==> src/rtl/core/bfpd_pkg.sv <==
package bfpd_pkg;

  // clamp limits applied to the configuration registers
  localparam int MAX_SIDE_PIX   = 4096;
  localparam int MAX_BLOCK_SIDE = 8;
  localparam int MAX_PLANES     = 4;

  // bit mask value right after a flag byte
  localparam logic [7:0] FIRST_BIT = 8'h80;

  // command queue between front and back
  localparam int CMD_DEPTH = 4;
  localparam int CMD_PTR_W = $clog2(CMD_DEPTH);
  localparam int CMD_CNT_W = $clog2(CMD_DEPTH + 1);

  // configuration register indexes
  localparam logic [2:0] REG_IMAGE_WIDTH     = 3'd0;
  localparam logic [2:0] REG_IMAGE_HEIGHT    = 3'd1;
  localparam logic [2:0] REG_BLOCK_SIDE      = 3'd2;
  localparam logic [2:0] REG_BYTES_PER_PIXEL = 3'd3;

  // item kinds; MODE_DONE is what the decoder expects once the image is complete
  typedef enum logic [1:0] {
    MODE_FLAG = 2'd0,
    MODE_FILL = 2'd1,
    MODE_RAW  = 2'd2,
    MODE_DONE = 2'd3
  } mode_t;

  // one queued command: a clipped rectangle painted with one value.
  // raw bytes and errors are 1x1 rectangles.
  typedef struct packed {
    logic        err;
    logic [11:0] x;
    logic [11:0] y;
    logic [3:0]  bw;
    logic [3:0]  bh;
    logic [1:0]  plane;
    logic [7:0]  value;
    logic        done;
  } cmd_t;

  // one result transaction
  typedef struct packed {
    logic        write_valid;
    logic [11:0] pos_x;
    logic [11:0] pos_y;
    logic [1:0]  plane;
    logic [7:0]  value;
    logic        last;
    logic        image_done;
    logic        kind_error;
  } res_t;

  // queue status seen by front and back
  typedef struct packed {
    logic full;
    logic empty;
  } q_stat_t;

endpackage

==> src/rtl/core/bfpd_if.sv <==
interface bfpd_in_if;
  logic       valid;
  logic       ready;
  logic [1:0] mode;
  logic [7:0] data_byte;

  modport source (output valid, output mode, output data_byte, input ready);
  modport sink   (input valid, input mode, input data_byte, output ready);
endinterface

interface bfpd_out_if;
  logic        valid;
  logic        ready;
  logic        write_valid;
  logic [11:0] pos_x;
  logic [11:0] pos_y;
  logic [1:0]  plane;
  logic [7:0]  value;
  logic        last;
  logic        image_done;
  logic        kind_error;

  modport source (output valid, output write_valid, output pos_x, output pos_y,
                  output plane, output value, output last, output image_done,
                  output kind_error, input ready);
  modport sink   (input valid, input write_valid, input pos_x, input pos_y,
                  input plane, input value, input last, input image_done,
                  input kind_error, output ready);
endinterface

==> src/rtl/core/bfpd_cmd_fifo.sv <==
module bfpd_cmd_fifo (
  input  logic             clk,
  input  logic             rst_n,
  input  logic             push,
  input  bfpd_pkg::cmd_t   push_cmd,
  input  logic             pop,
  output bfpd_pkg::cmd_t   head_cmd,
  output bfpd_pkg::q_stat_t stat
);
  import bfpd_pkg::*;

  cmd_t                 mem_r [CMD_DEPTH];
  logic [CMD_PTR_W-1:0] wr_ptr_r, rd_ptr_r;
  logic [CMD_CNT_W-1:0] cnt_r;

  always_ff @(posedge clk) begin
    if (!rst_n) begin
      wr_ptr_r <= '0;
      rd_ptr_r <= '0;
      cnt_r    <= '0;
    end else begin
      if (push) wr_ptr_r <= wr_ptr_r + 1'b1;
      if (pop)  rd_ptr_r <= rd_ptr_r + 1'b1;
      if (push && !pop)      cnt_r <= cnt_r + 1'b1;
      else if (pop && !push) cnt_r <= cnt_r - 1'b1;
    end
  end

  always_ff @(posedge clk) begin
    if (push) mem_r[wr_ptr_r] <= push_cmd;
  end

  assign head_cmd   = mem_r[rd_ptr_r];
  assign stat.full  = (cnt_r == CMD_CNT_W'(CMD_DEPTH));
  assign stat.empty = (cnt_r == '0);

endmodule

==> src/rtl/core/bfpd_front.sv <==
module bfpd_front (
  input  logic              clk,
  input  logic              rst_n,
  bfpd_in_if.sink           in_if,
  input  logic              cfg_we,
  input  logic [2:0]        cfg_index,
  input  logic [12:0]       cfg_data,
  input  bfpd_pkg::q_stat_t q_stat,
  output logic              push,
  output bfpd_pkg::cmd_t    push_cmd
);
  import bfpd_pkg::*;

  logic [12:0] width_r, height_r;
  logic [3:0]  side_r;
  logic [2:0]  bpp_r;

  logic [1:0]  plane_r, plane_nxt;
  logic [11:0] bx_r, bx_nxt, by_r, by_nxt;
  logic [2:0]  row_r, row_nxt, col_r, col_nxt;
  logic [7:0]  flag_r, flag_nxt, mask_r, mask_nxt;
  logic        fin_r, fin_nxt;

  logic [12:0] w, h, rem_w, rem_h;
  logic [3:0]  s, bw, bh;
  logic [2:0]  planes;
  mode_t       expected, mode;
  logic        take, adv, done;

  // clamped working copies of the registers
  always_comb begin
    w = (width_r == '0) ? 13'd1 :
        (width_r > 13'(MAX_SIDE_PIX)) ? 13'(MAX_SIDE_PIX) : width_r;
    h = (height_r == '0) ? 13'd1 :
        (height_r > 13'(MAX_SIDE_PIX)) ? 13'(MAX_SIDE_PIX) : height_r;
    s = (side_r == '0) ? 4'd1 :
        (side_r > 4'(MAX_BLOCK_SIDE)) ? 4'(MAX_BLOCK_SIDE) : side_r;
    planes = (bpp_r == '0) ? 3'd1 :
             (bpp_r > 3'(MAX_PLANES)) ? 3'(MAX_PLANES) : bpp_r;
  end

  assign in_if.ready = !q_stat.full;
  assign take        = in_if.valid && in_if.ready;
  assign mode        = mode_t'(in_if.mode);

  always_comb begin
    rem_w = w - {1'b0, bx_r};
    rem_h = h - {1'b0, by_r};
    bw    = (rem_w < {9'd0, s}) ? rem_w[3:0] : s;
    bh    = (rem_h < {9'd0, s}) ? rem_h[3:0] : s;

    if (fin_r)              expected = MODE_DONE;
    else if (mask_r == '0)  expected = MODE_FLAG;
    else if ((flag_r & mask_r) != '0) expected = MODE_FILL;
    else                    expected = MODE_RAW;

    plane_nxt = plane_r;
    bx_nxt    = bx_r;
    by_nxt    = by_r;
    row_nxt   = row_r;
    col_nxt   = col_r;
    flag_nxt  = flag_r;
    mask_nxt  = mask_r;
    fin_nxt   = fin_r;
    push      = 1'b0;
    push_cmd  = '0;
    adv       = 1'b0;
    done      = 1'b0;

    if (take) begin
      if (mode != expected) begin
        push        = 1'b1;
        push_cmd.err = 1'b1;
        push_cmd.bw  = 4'd1;
        push_cmd.bh  = 4'd1;
      end else begin
        case (mode)
          MODE_FLAG: begin
            flag_nxt = in_if.data_byte;
            mask_nxt = FIRST_BIT;
          end
          MODE_FILL: begin
            push           = 1'b1;
            push_cmd.x     = bx_r;
            push_cmd.y     = by_r;
            push_cmd.bw    = bw;
            push_cmd.bh    = bh;
            push_cmd.plane = plane_r;
            push_cmd.value = in_if.data_byte;
            adv            = 1'b1;
          end
          default: begin
            // raw byte, also taken after the image is done
            push           = 1'b1;
            push_cmd.x     = bx_r + 12'(col_r);
            push_cmd.y     = by_r + 12'(row_r);
            push_cmd.bw    = 4'd1;
            push_cmd.bh    = 4'd1;
            push_cmd.plane = plane_r;
            push_cmd.value = in_if.data_byte;
            if ({1'b0, col_r} + 4'd1 >= bw) begin
              col_nxt = '0;
              if ({1'b0, row_r} + 4'd1 >= bh) adv = 1'b1;
              else row_nxt = row_r + 1'b1;
            end else begin
              col_nxt = col_r + 1'b1;
            end
          end
        endcase
      end

      // step to the next block in raster order
      if (adv) begin
        mask_nxt = mask_r >> 1;
        row_nxt  = '0;
        col_nxt  = '0;
        if ({1'b0, bx_r} + 13'(s) < w) begin
          bx_nxt = bx_r + 12'(s);
        end else begin
          bx_nxt = '0;
          if ({1'b0, by_r} + 13'(s) < h) begin
            by_nxt = by_r + 12'(s);
          end else begin
            by_nxt   = '0;
            mask_nxt = '0;
            if ({1'b0, plane_r} + 3'd1 < planes) begin
              plane_nxt = plane_r + 1'b1;
            end else begin
              plane_nxt = '0;
              fin_nxt   = 1'b1;
              done      = 1'b1;
            end
          end
        end
        push_cmd.done = done;
      end
    end
  end

  always_ff @(posedge clk) begin
    if (!rst_n) begin
      width_r  <= 13'd1;
      height_r <= 13'd1;
      side_r   <= 4'd8;
      bpp_r    <= 3'd4;
      plane_r  <= '0;
      bx_r     <= '0;
      by_r     <= '0;
      row_r    <= '0;
      col_r    <= '0;
      flag_r   <= '0;
      mask_r   <= '0;
      fin_r    <= 1'b0;
    end else if (cfg_we && cfg_index <= REG_BYTES_PER_PIXEL) begin
      case (cfg_index)
        REG_IMAGE_WIDTH:  width_r  <= cfg_data;
        REG_IMAGE_HEIGHT: height_r <= cfg_data;
        REG_BLOCK_SIDE:   side_r   <= cfg_data[3:0];
        default:          bpp_r    <= cfg_data[2:0];
      endcase
      // a write to any defined register restarts decoding
      plane_r <= '0;
      bx_r    <= '0;
      by_r    <= '0;
      row_r   <= '0;
      col_r   <= '0;
      flag_r  <= '0;
      mask_r  <= '0;
      fin_r   <= 1'b0;
    end else begin
      plane_r <= plane_nxt;
      bx_r    <= bx_nxt;
      by_r    <= by_nxt;
      row_r   <= row_nxt;
      col_r   <= col_nxt;
      flag_r  <= flag_nxt;
      mask_r  <= mask_nxt;
      fin_r   <= fin_nxt;
    end
  end

endmodule

==> src/rtl/core/bfpd_back.sv <==
module bfpd_back (
  input  logic              clk,
  input  logic              rst_n,
  input  bfpd_pkg::cmd_t    head_cmd,
  input  bfpd_pkg::q_stat_t q_stat,
  output logic              pop,
  bfpd_out_if.source        out_if
);
  import bfpd_pkg::*;

  logic       busy_r, busy_nxt;
  cmd_t       cur_r, cur_nxt, src;
  logic [2:0] j_r, j_nxt, i_r, i_nxt, j, i;
  logic       out_valid_r, out_valid_nxt;
  res_t       out_r, out_nxt;
  logic       src_valid, emit, col_end, row_end;

  always_comb begin
    src       = busy_r ? cur_r : head_cmd;
    j         = busy_r ? j_r : 3'd0;
    i         = busy_r ? i_r : 3'd0;
    src_valid = busy_r || !q_stat.empty;
    emit      = src_valid && (!out_valid_r || out_if.ready);
    pop       = emit && !busy_r;
    col_end   = ({1'b0, j} + 4'd1 == src.bw);
    row_end   = ({1'b0, i} + 4'd1 == src.bh);

    busy_nxt      = busy_r;
    cur_nxt       = cur_r;
    j_nxt         = j_r;
    i_nxt         = i_r;
    out_nxt       = out_r;
    out_valid_nxt = out_valid_r && !out_if.ready;

    if (emit) begin
      out_valid_nxt          = 1'b1;
      out_nxt.write_valid    = !src.err;
      out_nxt.pos_x          = src.x + 12'(j);
      out_nxt.pos_y          = src.y + 12'(i);
      out_nxt.plane          = src.plane;
      out_nxt.value          = src.value;
      out_nxt.last           = col_end && row_end;
      out_nxt.image_done     = src.done && col_end && row_end;
      out_nxt.kind_error     = src.err;
      cur_nxt                = src;
      if (col_end && row_end) begin
        busy_nxt = 1'b0;
      end else begin
        busy_nxt = 1'b1;
        if (col_end) begin
          j_nxt = '0;
          i_nxt = i + 1'b1;
        end else begin
          j_nxt = j + 1'b1;
          i_nxt = i;
        end
      end
    end
  end

  always_ff @(posedge clk) begin
    if (!rst_n) begin
      busy_r      <= 1'b0;
      out_valid_r <= 1'b0;
    end else begin
      busy_r      <= busy_nxt;
      out_valid_r <= out_valid_nxt;
    end
  end

  always_ff @(posedge clk) begin
    cur_r <= cur_nxt;
    j_r   <= j_nxt;
    i_r   <= i_nxt;
    out_r <= out_nxt;
  end

  assign out_if.valid       = out_valid_r;
  assign out_if.write_valid = out_r.write_valid;
  assign out_if.pos_x       = out_r.pos_x;
  assign out_if.pos_y       = out_r.pos_y;
  assign out_if.plane       = out_r.plane;
  assign out_if.value       = out_r.value;
  assign out_if.last        = out_r.last;
  assign out_if.image_done  = out_r.image_done;
  assign out_if.kind_error  = out_r.kind_error;

endmodule

==> src/rtl/core/block_fill_plane_decoder_top.sv <==
// channel  dir  handshake          payload
// in_if    in   valid/ready        mode[1:0], data_byte[7:0]
// out_if   out  valid/ready        write_valid, pos_x, pos_y, plane, value,
//                                  last, image_done, kind_error
// cfg_*    in   cfg_we (no wait)   cfg_index[2:0], cfg_data[12:0]
//
// One input transaction per cycle while the command queue has room.
// Raw bytes and errors give one result each; results leave one per cycle
// while out_if does not stall. A fill byte gives one result per pixel of
// its clipped block (up to 64), holding the back end while the front queues.
// Results pass through the command queue, then the output register.
// rst_n is synchronous; registers return to width 1, height 1, side 8,
// four planes, decoding at plane 0 waiting for a flag byte.
// Stalls on out_if back up into the queue, then into in_if.ready.
module block_fill_plane_decoder_top (
  input  logic        clk,
  input  logic        rst_n,
  bfpd_in_if.sink     in_if,
  bfpd_out_if.source  out_if,
  input  logic        cfg_we,
  input  logic [2:0]  cfg_index,
  input  logic [12:0] cfg_data
);
  import bfpd_pkg::*;

  // front -> queue -> back
  logic    push, pop;
  cmd_t    push_cmd, head_cmd;
  q_stat_t q_stat;

  // front: register file, block walker, item classification
  bfpd_front u_front (
    .clk      (clk),
    .rst_n    (rst_n),
    .in_if    (in_if),
    .cfg_we   (cfg_we),
    .cfg_index(cfg_index),
    .cfg_data (cfg_data),
    .q_stat   (q_stat),
    .push     (push),
    .push_cmd (push_cmd)
  );

  // short command queue decouples input from fill expansion
  bfpd_cmd_fifo u_fifo (
    .clk     (clk),
    .rst_n   (rst_n),
    .push    (push),
    .push_cmd(push_cmd),
    .pop     (pop),
    .head_cmd(head_cmd),
    .stat    (q_stat)
  );

  // back: expands each rectangle into pixel writes through an output register
  bfpd_back u_back (
    .clk     (clk),
    .rst_n   (rst_n),
    .head_cmd(head_cmd),
    .q_stat  (q_stat),
    .pop     (pop),
    .out_if  (out_if)
  );

endmodule

==> src/flat_wrapper.sv <==
// flat-port wrapper written by rule: the top's interface ports become plain ports
module block_fill_plane_decoder_top_flat import bfpd_pkg::*;
  (clk, rst_n, cfg_we, cfg_index, cfg_data, in_if_valid, in_if_mode, in_if_data_byte, in_if_ready, out_if_valid, out_if_write_valid, out_if_pos_x, out_if_pos_y, out_if_plane, out_if_value, out_if_last, out_if_image_done, out_if_kind_error, out_if_ready);
  bfpd_in_if in_if_i ();
  bfpd_out_if out_if_i ();
  input  logic clk;
  input  logic rst_n;
  input  logic cfg_we;
  input  logic [2:0] cfg_index;
  input  logic [12:0] cfg_data;
  input wire logic [$bits(in_if_i.valid)-1:0] in_if_valid;
  input wire logic [$bits(in_if_i.mode)-1:0] in_if_mode;
  input wire logic [$bits(in_if_i.data_byte)-1:0] in_if_data_byte;
  output wire logic [$bits(in_if_i.ready)-1:0] in_if_ready;
  output wire logic [$bits(out_if_i.valid)-1:0] out_if_valid;
  output wire logic [$bits(out_if_i.write_valid)-1:0] out_if_write_valid;
  output wire logic [$bits(out_if_i.pos_x)-1:0] out_if_pos_x;
  output wire logic [$bits(out_if_i.pos_y)-1:0] out_if_pos_y;
  output wire logic [$bits(out_if_i.plane)-1:0] out_if_plane;
  output wire logic [$bits(out_if_i.value)-1:0] out_if_value;
  output wire logic [$bits(out_if_i.last)-1:0] out_if_last;
  output wire logic [$bits(out_if_i.image_done)-1:0] out_if_image_done;
  output wire logic [$bits(out_if_i.kind_error)-1:0] out_if_kind_error;
  input wire logic [$bits(out_if_i.ready)-1:0] out_if_ready;
  assign in_if_i.valid = in_if_valid;
  assign in_if_i.mode = in_if_mode;
  assign in_if_i.data_byte = in_if_data_byte;
  assign in_if_ready = in_if_i.ready;
  assign out_if_valid = out_if_i.valid;
  assign out_if_write_valid = out_if_i.write_valid;
  assign out_if_pos_x = out_if_i.pos_x;
  assign out_if_pos_y = out_if_i.pos_y;
  assign out_if_plane = out_if_i.plane;
  assign out_if_value = out_if_i.value;
  assign out_if_last = out_if_i.last;
  assign out_if_image_done = out_if_i.image_done;
  assign out_if_kind_error = out_if_i.kind_error;
  assign out_if_i.ready = out_if_ready;
  block_fill_plane_decoder_top u_core (.clk(clk), .rst_n(rst_n), .in_if(in_if_i), .out_if(out_if_i), .cfg_we(cfg_we), .cfg_index(cfg_index), .cfg_data(cfg_data));
endmodule
==> config.mk <==
export PLATFORM = sky130hd
export DESIGN_NAME = block_fill_plane_decoder_top_flat
export DESIGN_NICKNAME = d
export VERILOG_FILES = /design/src/rtl/core/bfpd_pkg.sv /design/src/rtl/core/bfpd_if.sv /design/src/rtl/core/bfpd_cmd_fifo.sv /design/src/rtl/core/bfpd_front.sv /design/src/rtl/core/bfpd_back.sv /design/src/rtl/core/block_fill_plane_decoder_top.sv /design/src/flat_wrapper.sv
export SDC_FILE = /design/constraint.sdc
export NUM_CORES = 1
export LEC_CHECK = 0
export ABC_AREA = 1
export BUFFER_PORTS_ARGS = -buffer_cell sky130_fd_sc_hd__buf_2
export CAP_MARGIN = 20
export CORE_MARGIN = 10
export CORE_UTILIZATION = 30
export DETAILED_ROUTE_END_ITERATION = 7
export PLACE_DENSITY_LB_ADDON = 0.12
export SETUP_SLACK_MARGIN = 0.02
export SYNTH_ARGS = -nofsm -noshare
export SYNTH_HDL_FRONTEND = slang
export SYNTH_SLANG_ARGS = --single-unit
export TNS_END_PERCENT = 20
==> constraint.sdc <==
create_clock -name clk -period 10.9 [get_ports clk]
set_input_delay 1.635 -clock clk [delete_from_list [all_inputs] [get_ports clk]]
set_output_delay 1.635 -clock clk [all_outputs]
set_load 0.02 [all_outputs]
Word-level counts from Yosys, hierarchy flattened
Memory sizes are Yosys's and may differ from the RTL's. A register that Yosys moved wholly into a read port is not among the register bits.
Cells that the tools add are included.
- multiplexer cells: 60
- bitwise gates (word level): 9
- $lt $le $gt $ge: 12
- $mul: 0
- eq/ne operators: 10
- $add $sub $neg: 24
- shifts and indexed selects: 0
- div/mod/pow operators: 0
- reductions and logical operators: 49
- operators by type and width (cell ; count):
    2-to-1 mux 44 bit ; 2
    one-hot mux 42 bit (2 select lines) ; 1
    2-to-1 mux 13 bit ; 4
    adder 12 x 3 -> 12 bit ; 4
    2-to-1 mux 3 bit ; 16
    2-to-1 mux 8 bit ; 4
    adder 12 x 4 -> 13 bit ; 2
    > comparator 13 bit, second input constant ; 2
    zero test 13 bit ; 2
    less-than comparator 13 bit ; 2
    less-than comparator 13 x 4 -> 1 bit ; 2
    subtractor 13 x 12 -> 13 bit ; 2
    adder 12 x 4 -> 12 bit ; 2
    2-to-1 mux 12 bit ; 2
    2-to-1 mux 24 bit ; 1
    adder 3 x 1 -> 4 bit, second input constant ; 4
    2-to-1 mux 1 bit ; 16
    2-to-1 mux 4 bit ; 4
    adder 3 x 1 -> 3 bit, second input constant ; 5
    2-to-1 mux 7 bit ; 2
    AND reduction 2 bit ; 7
    2-to-1 mux 2 bit ; 6
    AND reduction 3 bit ; 4
    logical AND 1 bit ; 10
    other kinds (31) ; 58
- memories kept: 1
- latch bits: 0
- memory bits (writable): 176
- logic and storage cells: 197
- memory bits (read-only): 0
- register bits after elaboration: 168
- input bits: 31
- memories (name ; words ; bits a word ; rd ports ; clocked after Yosys merged registers in ; write ports ; RTL line ; text):
    u_core.u_fifo.mem_r ; 4 ; 44 ; 1 ; 1 ; 1 ; bfpd_cmd_fifo.sv:12 ; cmd_t mem_r [CMD_DEPTH];

Depth between registers and ports, before layout
Gate-level depths: netlist of run 1.
- depth in word-level cells: 14
- depth in mapped cells: 42

Modules after synthesis
Synthesis of run 1 repeated with hierarchy kept, for this count alone.
- cells, all modules: 2094
- area total of the unflattened synthesis: 18685.4 sq um
- modules (own cells, without submodules) (module ; area an instance (sq um) ; cells each ; instances):
    bfpd_front ; 7654.8 ; 1190 ; 1
    bfpd_cmd_fifo ; 7050.5 ; 483 ; 1
    bfpd_back ; 3980.1 ; 421 ; 1

Worst setup path before layout of run 1
OpenSTA, ideal clock, no wires.
- kind: input -> register
- from: in out_if_ready
- to: reg u_core.u_fifo.cnt_r[1]
- slack: 4.468 ns
- cell stages on the path: 8
- setup time: 0.121 ns
- buffers on the path: 0
- data required time: 10.779 ns
- arrival: 6.311 ns
- cells stage by stage: nor2_1 > a31oi_1 > nand2_1 > ha_1 > inv_1 > fa_1 > o21ai_0 > a21oi_1
- cells in the longest elaborated chain, start to end: 6
- ends and longest elaborated chain (element ; RTL line ; text):
    from (decl) ; flat_wrapper.sv:24 ; input wire logic [$bits(out_if_i.ready)-1:0] out_if_ready;
    logical OR 1 bit * ; bfpd_back.sv:23 ; emit = src_valid && (!out_valid_r || out_if.ready);
    logical AND 1 bit * ; bfpd_back.sv:23 ;
    net u_core.u_back.emit ; bfpd_back.sv:16 ; logic src_valid, emit, col_end, row_end;
    logical AND 1 bit * ; bfpd_back.sv:24 ; pop = emit && !busy_r;
    zero test 1 bit ; bfpd_cmd_fifo.sv:24 ; if (push && !pop) cnt_r <= cnt_r + 1'b1;
    logical AND 1 bit ; bfpd_cmd_fifo.sv:24 ;
    2-to-1 mux 3 bit / nonzero test 2 bit (equally long branches) ; n/a ;
    to (signal assigned) ; bfpd_cmd_fifo.sv:24 ;
    to (signal assigned) ; bfpd_cmd_fifo.sv:25 ; else if (pop && !push) cnt_r <= cnt_r - 1'b1;
    to (decl) ; bfpd_cmd_fifo.sv:14 ; logic [CMD_CNT_W-1:0] cnt_r;
Mark *: on every way through the listed nets, which the timed path passes. The rest lies on a longest branch.
A chain may end at the register's enable or synchronous reset.

Worst setup path after layout of run 1
- from: reg u_core.u_front.width_r[3]
- to: reg u_core.u_front.bx_r[10]
- cells in the longest elaborated chain, start to end: 12
- ends and longest elaborated chain (element ; RTL line ; text):
    from (decl) ; bfpd_front.sv:14 ; logic [12:0] width_r, height_r;
    from (signal assigned) ; bfpd_front.sv:156 ; REG_IMAGE_WIDTH: width_r <= cfg_data;
    > comparator 13 bit ; bfpd_front.sv:33 ; (width_r > 13'(MAX_SIDE_PIX)) ? 13'(MAX_SIDE_PIX) : width_r;
    2-to-1 mux 13 bit ; bfpd_front.sv:33 ;
    2-to-1 mux 13 bit * ; bfpd_front.sv:32 ; w = (width_r == '0) ? 13'd1 :
    subtractor 13 x 12 -> 13 bit ; bfpd_front.sv:47 ; rem_w = w - {1'b0, bx_r};
    less-than comparator 13 x 4 -> 1 bit ; bfpd_front.sv:49 ; bw = (rem_w < {9'd0, s}) ? rem_w[3:0] : s;
    2-to-1 mux 4 bit ; bfpd_front.sv:49 ;
    >= comparator 4 bit ; bfpd_front.sv:101 ; if ({1'b0, col_r} + 4'd1 >= bw) begin
    2-to-1 mux 1 bit ; bfpd_front.sv:101 ;
    one-hot mux 1 bit (2 select lines) ; bfpd_front.sv:77 ; case (mode)
    2-to-1 mux 1 bit ; bfpd_front.sv:71 ; if (mode != expected) begin
    2-to-1 mux 1 bit ; bfpd_front.sv:70 ; if (take) begin
    AND reduction 2 bit (no line) ; n/a ;
    to (signal assigned) ; bfpd_front.sv:172 ; bx_r <= bx_nxt;
    to (decl) ; bfpd_front.sv:19 ; logic [11:0] bx_r, bx_nxt, by_r, by_nxt;
Mark *: on every way between the ends. The rest lies on a longest branch, timed or not. The select of a mux whose other input is x is not followed.

==> results.md, run 1 <==
- Initial Util: 0.3033
- Core area: 59130 um2
- Synth area leaders: edfxtp_1 (42%), dfxtp_1 (10%), nor2_1 (6.9%)
- Achievable frequency: 189.6 MHz
- Most frequent cells in the layout: nor2_1 (325), nand2_1 (285), edfxtp_1 (253)
- Pre-CTS WS: 5.681 ns
- First-pass DRT Iterations: 6
- Ant. Diodes: 0
- DIE WIDTH: 264.5 um
- Final #Nets: 2158
- Layout overhead on the synthesized area: 13.63%
- DP HPWL: ~35000 um
- YS warnings: 0
- Peak supply drop: 0.1401 mV
- Lkg Pwr: 8.447 nW
- CTS sink cnt: approximately 350
- Cells after Synth: 1969
- Filler instances: 6128
- Final setup violation count: 0
- Buffers on Ports: 70
- Req. time, crit path: roughly 11 ns
- Initial DRC count: 919
- Max layer used: met4
- Worst hold stages: 2
- Cell repeated most along the worst path: nand2_1
- Crit end category: flop
- Slew Limit Fails: 0
- Pin count of the biggest net entering global routing: 69
- Status: finished clean
- Initial antenna violation count: 1
- Wire length per cell: 17.45 um
- EDFF count, synth: 253
- CP Launch Type: flop
- Met3 wire length: 2029 um
- Clk_skew: 0.03171 ns
- Clk_lat worst skew: 0.58 ns
- Die area: 69970 um2
- Final Cycle Share: 0.4839
- Met1 WL: 23620 um
- Setup TNS: 0 ns
- Largest stage delay, worst path: 0.41 ns
- CP arrival: 5.76 ns
- Post-CTS Setup Inserts: 0
- Yosys reg bits: 346
- Die Height: 264.5 um
- Power per cell area: 222.4 nW/um2
- Total track usage: 0.1386
- Share of the synthesized area in the top cell type: 0.4235
- Fin cells: 2835
- Hold path startpoint: u_core.u_front.height_r[8]$_SDFFE_PN0P_
- Max-slew headroom: 0.3605
- Slack of the worst reg-to-reg path: 5.63 ns
- Cts bufs inserted: 42
- Worst Setup Path Type: flop to flop
- CTS clk-pin slew, worst paths: 0.06 ns
- Max cap viols: 0
- Hold Vio Cnt, Final: 0
- Worst R2R Path Depth: 36
- Post-synth top area cell: edfxtp_1
- WL met2: 22620 um
- Resize count post-CTS: 0
- First-pass GRT wire length: 76370 um
- Worst-margin pin slew: 0.9535 ns
- Row cnt: 89
- Post-synthesis sequential area ratio: 0.5273
- Synth Flop Type: edfxtp_1
- Final Power: 4.533 mW
- Critical path peak fanout: 13
- Reg-to-reg startpoint: u_core.u_front.width_r[3]$_SDFFE_PN0P_
- Unrepaired setup endpoints after global routing: false
- CTS tree: done
- Reg2reg end: u_core.u_front.bx_r[10]$_SDFFE_PP0P_
- Vias per cell: between 4 and 5
- CTS max path bufs: 3
- Routed Antenna Nets: 0
- Hold Path End: u_core.u_front.height_r[8]$_SDFFE_PN0P_
- Clk root buf: clkbuf_16
- Layout cell share with drive strength beyond 1: 0.1120
- Cts hold-fix bufs: 0
- Post-Route Utilization: 0.3447
- Number of global-route vias before repair: 13000
- Synth cell types: 51
- CP max stage cell: dfxtp_1
- Hold Crit Class: flop to flop
- Asr flop ratio synth: 0
- DP Cell Count: 2758
- Commonest non-fill, non-tap cell in the layout: nor2_1
- RePlAce Congestion: 0.8555
- Total Wirelength: 49460 um
- Syn avg cell area: 9.110 um2
- # DRC: 0
- Via count: 13350
- I/O pin total: 71
- GRT overflow: 0
- Minimum clock period: 5.274 ns
- Syn Std Cell Area: 17940 um2
- H-Tree Depth: 2
- Setup slack after layout: 5.626 ns
- Post-synthesis net count: ~2100
-- synthesized netlist by cell type (22+ instances only) --
library cell	instances
nor3_1	22
o21ai_0	166
inv_1	231
xor2_1	32
ha_1	91
edfxtp_1	253
a21oi_1	101
clkbuf_1	25
a31oi_1	22
nand3_1	60
nand2_1	285
nor2_1	329
o22ai_1	34
dfxtp_1	93
-- worst max-delay path: cells and delay by family (launching register included) --
family                   cells  cell delay (ns)
AND/OR/NAND/NOR             23             2.40
XOR/XNOR                     1             0.29
flip-flops                   1             0.41
buffers and inverters        4             0.30
adder cells (fa/ha/maj)      3             0.92
AO/OA/AOI/OAI                5             0.89
-- cell type report --
cell class | instances | area, um2 | area share
multi-input cells | 1308 | 7242 | 0.3553
well taps | 773 | 967.2 | 0.04745
repair buffers | 84 | 455.4 | 0.02235
clock buffers | 52 | 1099 | 0.05390
clock inverters | 25 | 230.2 | 0.01130
flip-flops and latches | 346 | 9460 | 0.4642
inverters | 247 | 928.4 | 0.04555
-- worst max path at each step --
stage / start / endpoint / slack, ns / depth (start not counted)
after floorplan: out_if_ready / u_core.u_fifo.cnt_r[1]$_SDFFE_PN0P_ / 4.47 / 8
after global placement: u_core.u_front.width_r[1]$_SDFFE_PN0P_ / u_core.u_front.bx_r[10]$_SDFFE_PP0P_ / 5.89 / 36
after detailed placement: u_core.u_front.width_r[3]$_SDFFE_PN0P_ / u_core.u_front.bx_r[10]$_SDFFE_PP0P_ / 5.68 / 36
after CTS: u_core.u_front.width_r[3]$_SDFFE_PN0P_ / u_core.u_front.bx_r[10]$_SDFFE_PP0P_ / 5.64 / 36
after global routing: u_core.u_front.width_r[3]$_SDFFE_PN0P_ / u_core.u_front.bx_r[9]$_SDFFE_PP0P_ / 5.12 / 36
final: u_core.u_front.width_r[3]$_SDFFE_PN0P_ / u_core.u_front.bx_r[10]$_SDFFE_PP0P_ / 5.63 / 36
-- metrics by stage --
stage	cell area, um2	hold slack (ns)
2_1_floorplan	17940	0.4235
5_1_grt	20380	0.4759
6_report	20380	0.4593
3_5_place_dp	19050	0.4534
3_3_place_gp	19050	0.4478
4_1_cts	20380	0.4614
-- state kept, by name (all words and copies together) (netlist names), 3 cells and up, named ones only --
signal and count:
u_core.u_front.mask_r 8, u_core.u_front.col_r 3, u_core.u_front.bx_r 12, u_core.u_back.cur_r 33, u_core.u_fifo.cnt_r 3, u_core.u_back.j_r 3
u_core.u_front.by_r 12, u_core.u_front.width_r 13, u_core.u_front.bpp_r 3, u_core.u_back.out_if.pos_x 12, u_core.u_front.row_r 3, u_core.u_back.out_if.value 8
u_core.u_back.out_if.pos_y 12, u_core.u_fifo.mem_r 176, u_core.u_back.i_r 3, u_core.u_front.height_r 13, u_core.u_front.side_r 4, u_core.u_front.flag_r 8
-- metal layers --
layer,GRT usage,up-vias
li1,-,6748
met1,0.1868,6288
met2,0.2258,256
met3,0.02139,62
met4,0.04240,0
met5,0,-
-- cells by family after synthesis --
family          synth area share
xor+xnor                 0.02539
compound gates            0.1183
simple gates              0.1862
buf+inv                  0.07143
fa+ha+maj                0.07129
flops                     0.5273
-- where the power goes --
part / total, mW / internal, mW / leakage, nW / switching [mW]
clock network: 1.36 / 0.790 / 0.649 / 0.566
logic: 1.34 / 0.377 / 4.61 / 0.961
registers: 1.84 / 1.76 / 3.19 / 0.0772
No activity file was read; power rests on OpenSTA's default activity.
==> run 2, diff against run 1 <==
==> constraint.sdc (replaced) <==
create_clock -name clk -period 5.5 [get_ports clk]
set_input_delay 0.825 -clock clk [delete_from_list [all_inputs] [get_ports clk]]
set_output_delay 0.825 -clock clk [all_outputs]
set_load 0.02 [all_outputs]
==> run 2 against run 1 <==
Against the previous run: sequential share of layout area fell by 0.29 points; clock power rose by 96%; combinational power rose by 100%; global-route usage increased by 0.15 points; utilization up 0.21 points; clock-buffer cell count stayed put; setup slack worse by 5.1 ns; fmax is 6.6% higher; via count shrank 0.49%; first-iteration DRC count fell by 9.6%; highest routed layer unchanged.
==> results.md, run 2 (synthesis results as in run 1) <==
- First-pass DRT Iterations: 6
- Setup slack after layout: 0.5521 ns
- Slack of the worst reg-to-reg path: 0.55 ns
- Reg-to-reg startpoint: u_core.u_front.width_r[1]$_SDFFE_PN0P_
- I/O pin total: a little over 70
- Cts bufs inserted: 41
- Die Height: 264.5 um
- Fin cells: about 2800
- Initial DRC count: 831
- Peak supply drop: roughly 0.25 mV
- Slew Limit Fails: 0
- Final setup violation count: 0
- Number of global-route vias before repair: 13360
- Vias per cell: 4.678
- Largest register by flop count: u_core.u_fifo.mem_r
- Critical path peak fanout: 13
- Via count: 13290
- Family with the most delay on the worst path: simple AND/OR/NAND/NOR gates
- DIE WIDTH: ~260 um
- Core area: around 60000 um2
- Req. time, crit path: 5.98 ns
- Routed Antenna Nets: 0
- Area post-placement: approximately 19000 um2
- Minimum clock period: 4.948 ns
- Commonest non-fill, non-tap cell in the layout: nor2_1
- Max-slew headroom: 0.3483
- Total Wirelength: 49320 um
- RePlAce Congestion: between 0.8 and 0.9
- Critical path buffer and inverter count: 4
- Worst-margin pin slew: 0.9710 ns
- Cts hold-fix bufs: 0
- Wire length per cell: 17.36 um
- CTS sink cnt: 346
- CP Launch Point: u_core.u_front.width_r[1]$_SDFFE_PN0P_
- Hold path startpoint: u_core.u_front.width_r[9]$_SDFFE_PN0P_
- Largest registers: u_core.u_fifo.mem_r: 176 flops, u_core.u_back.cur_r: 33 flops
- Unrepaired setup endpoints after global routing: false
- Cell repeated most along the worst path: nand2_1
- Largest register FFs: 176
- Clk_lat worst skew: around 0.58 ns
- Ant. Diodes: 0
- Post-Route Utilization: 0.3468
- Pre-CTS WS: roughly 0.19 ns
- Initial Util: 0.3033
- Max cap viols: 0
- Largest stage delay, worst path: 0.41 ns
- Achievable frequency: 202.1 MHz
- Resize count post-CTS: 0
- Final hold slack: 0.4614 ns
- Pin count of the biggest net entering global routing: 63
- Setup TNS: 0 ns
- Layout overhead on the synthesized area: 14.33%
- CP max stage cell: dfxtp_1
- Worst Setup Path Type: flop to flop
- DP Cell Count: 2766
- Clk_skew: 0.02604 ns
- # DRC: 0
- CTS max path bufs: 3
- CTS clk-pin slew, worst paths: 0.06 ns
- Most frequent cells in the layout: nor2_1 (323), nand2_1 (282), edfxtp_1 (253)
- Final Cycle Share: 0.8996
- Filler instances: just over 6000
- Crit end category: flop
- Status: finished clean
- CP arrival: 5.43 ns
- GRT overflow: 0
- Post-Layout Inst Area: 20510 um2
- Layout cell share with drive strength beyond 1: 0.1214
- Hold Vio Cnt, Final: 0
- Final Power: 9.010 mW
- Final #Nets: between 2000 and 2500
- Clk root buf: clkbuf_16
- First-pass GRT wire length: approximately 78000 um
- Power per cell area: between 400 and 500 nW/um2
- Die area: 69970 um2
- Post-CTS Setup Inserts: 0
- Total track usage: 0.1401
- Buffers on Ports: 70
- Row cnt: 89
- Hold Crit Class: flop to flop
- H-Tree Depth: 2
- Lkg Pwr: roughly 8.5 nW
- Initial antenna violation count: 1
- CTS tree: done
- CP Launch Type: flop
- DP HPWL: between 30000 and 40000 um
[run 2: cell count changes in the layout (fill, tap and decap cells not counted), moves of 2 or more]
cell	before	now
buf_4	14	22
clkinv_1	13	7
clkinv_2	8	11
clkinvlp_4	0	2
nand2_1	285	282
nor2_1	325	323
nor2_4	9	11
[run 2: cell type report]
type,count,area [um2],area share
flip-flops and latches,346,9460,0.4613
multi-input cells,1308,7320,0.3569
clock buffers,52,1077,0.05253
well taps,773,967.2,0.04716
inverters,247,928.4,0.04527
repair buffers,92,515.5,0.02514
clock inverters,23,240.2,0.01171
[run 2: routing by layer]
metal | vias to the layer above | share of wire | GRT usage
met2 | 247 | 0.45 | 0.2240
met3 | 68 | 0.042 | 0.02222
met1 | 6209 | 0.48 | 0.1893
met4 | 0 | 0.030 | 0.04954
met5 | - | 0 | 0
li1 | 6765 | - | -
[run 2: path summary, 6_finish.rpt]
| path | endpoint | depth (start not counted) |
|---|---|---|
| worst max-delay path | u_core.u_front.by_r[6]$_SDFFE_PP0P_ | 37 |
| worst min-delay path | u_core.u_front.width_r[9]$_SDFFE_PN0P_ | 2 |
| worst max register to register | u_core.u_front.by_r[6]$_SDFFE_PP0P_ | 37 |
| worst min register to register | u_core.u_front.width_r[9]$_SDFFE_PN0P_ | 2 |
[run 2: worst min-delay path: cells and delay by family (launching register included)]
family          cells  cell delay, ns
buf+inv             1            0.06
flops               1            0.30
compound gates      1            0.05
[run 2: power by group]
part | switching, mW | internal, mW
clock | 1.12 | 1.54
combinational | 1.95 | 0.764
sequential | 0.131 | 3.49
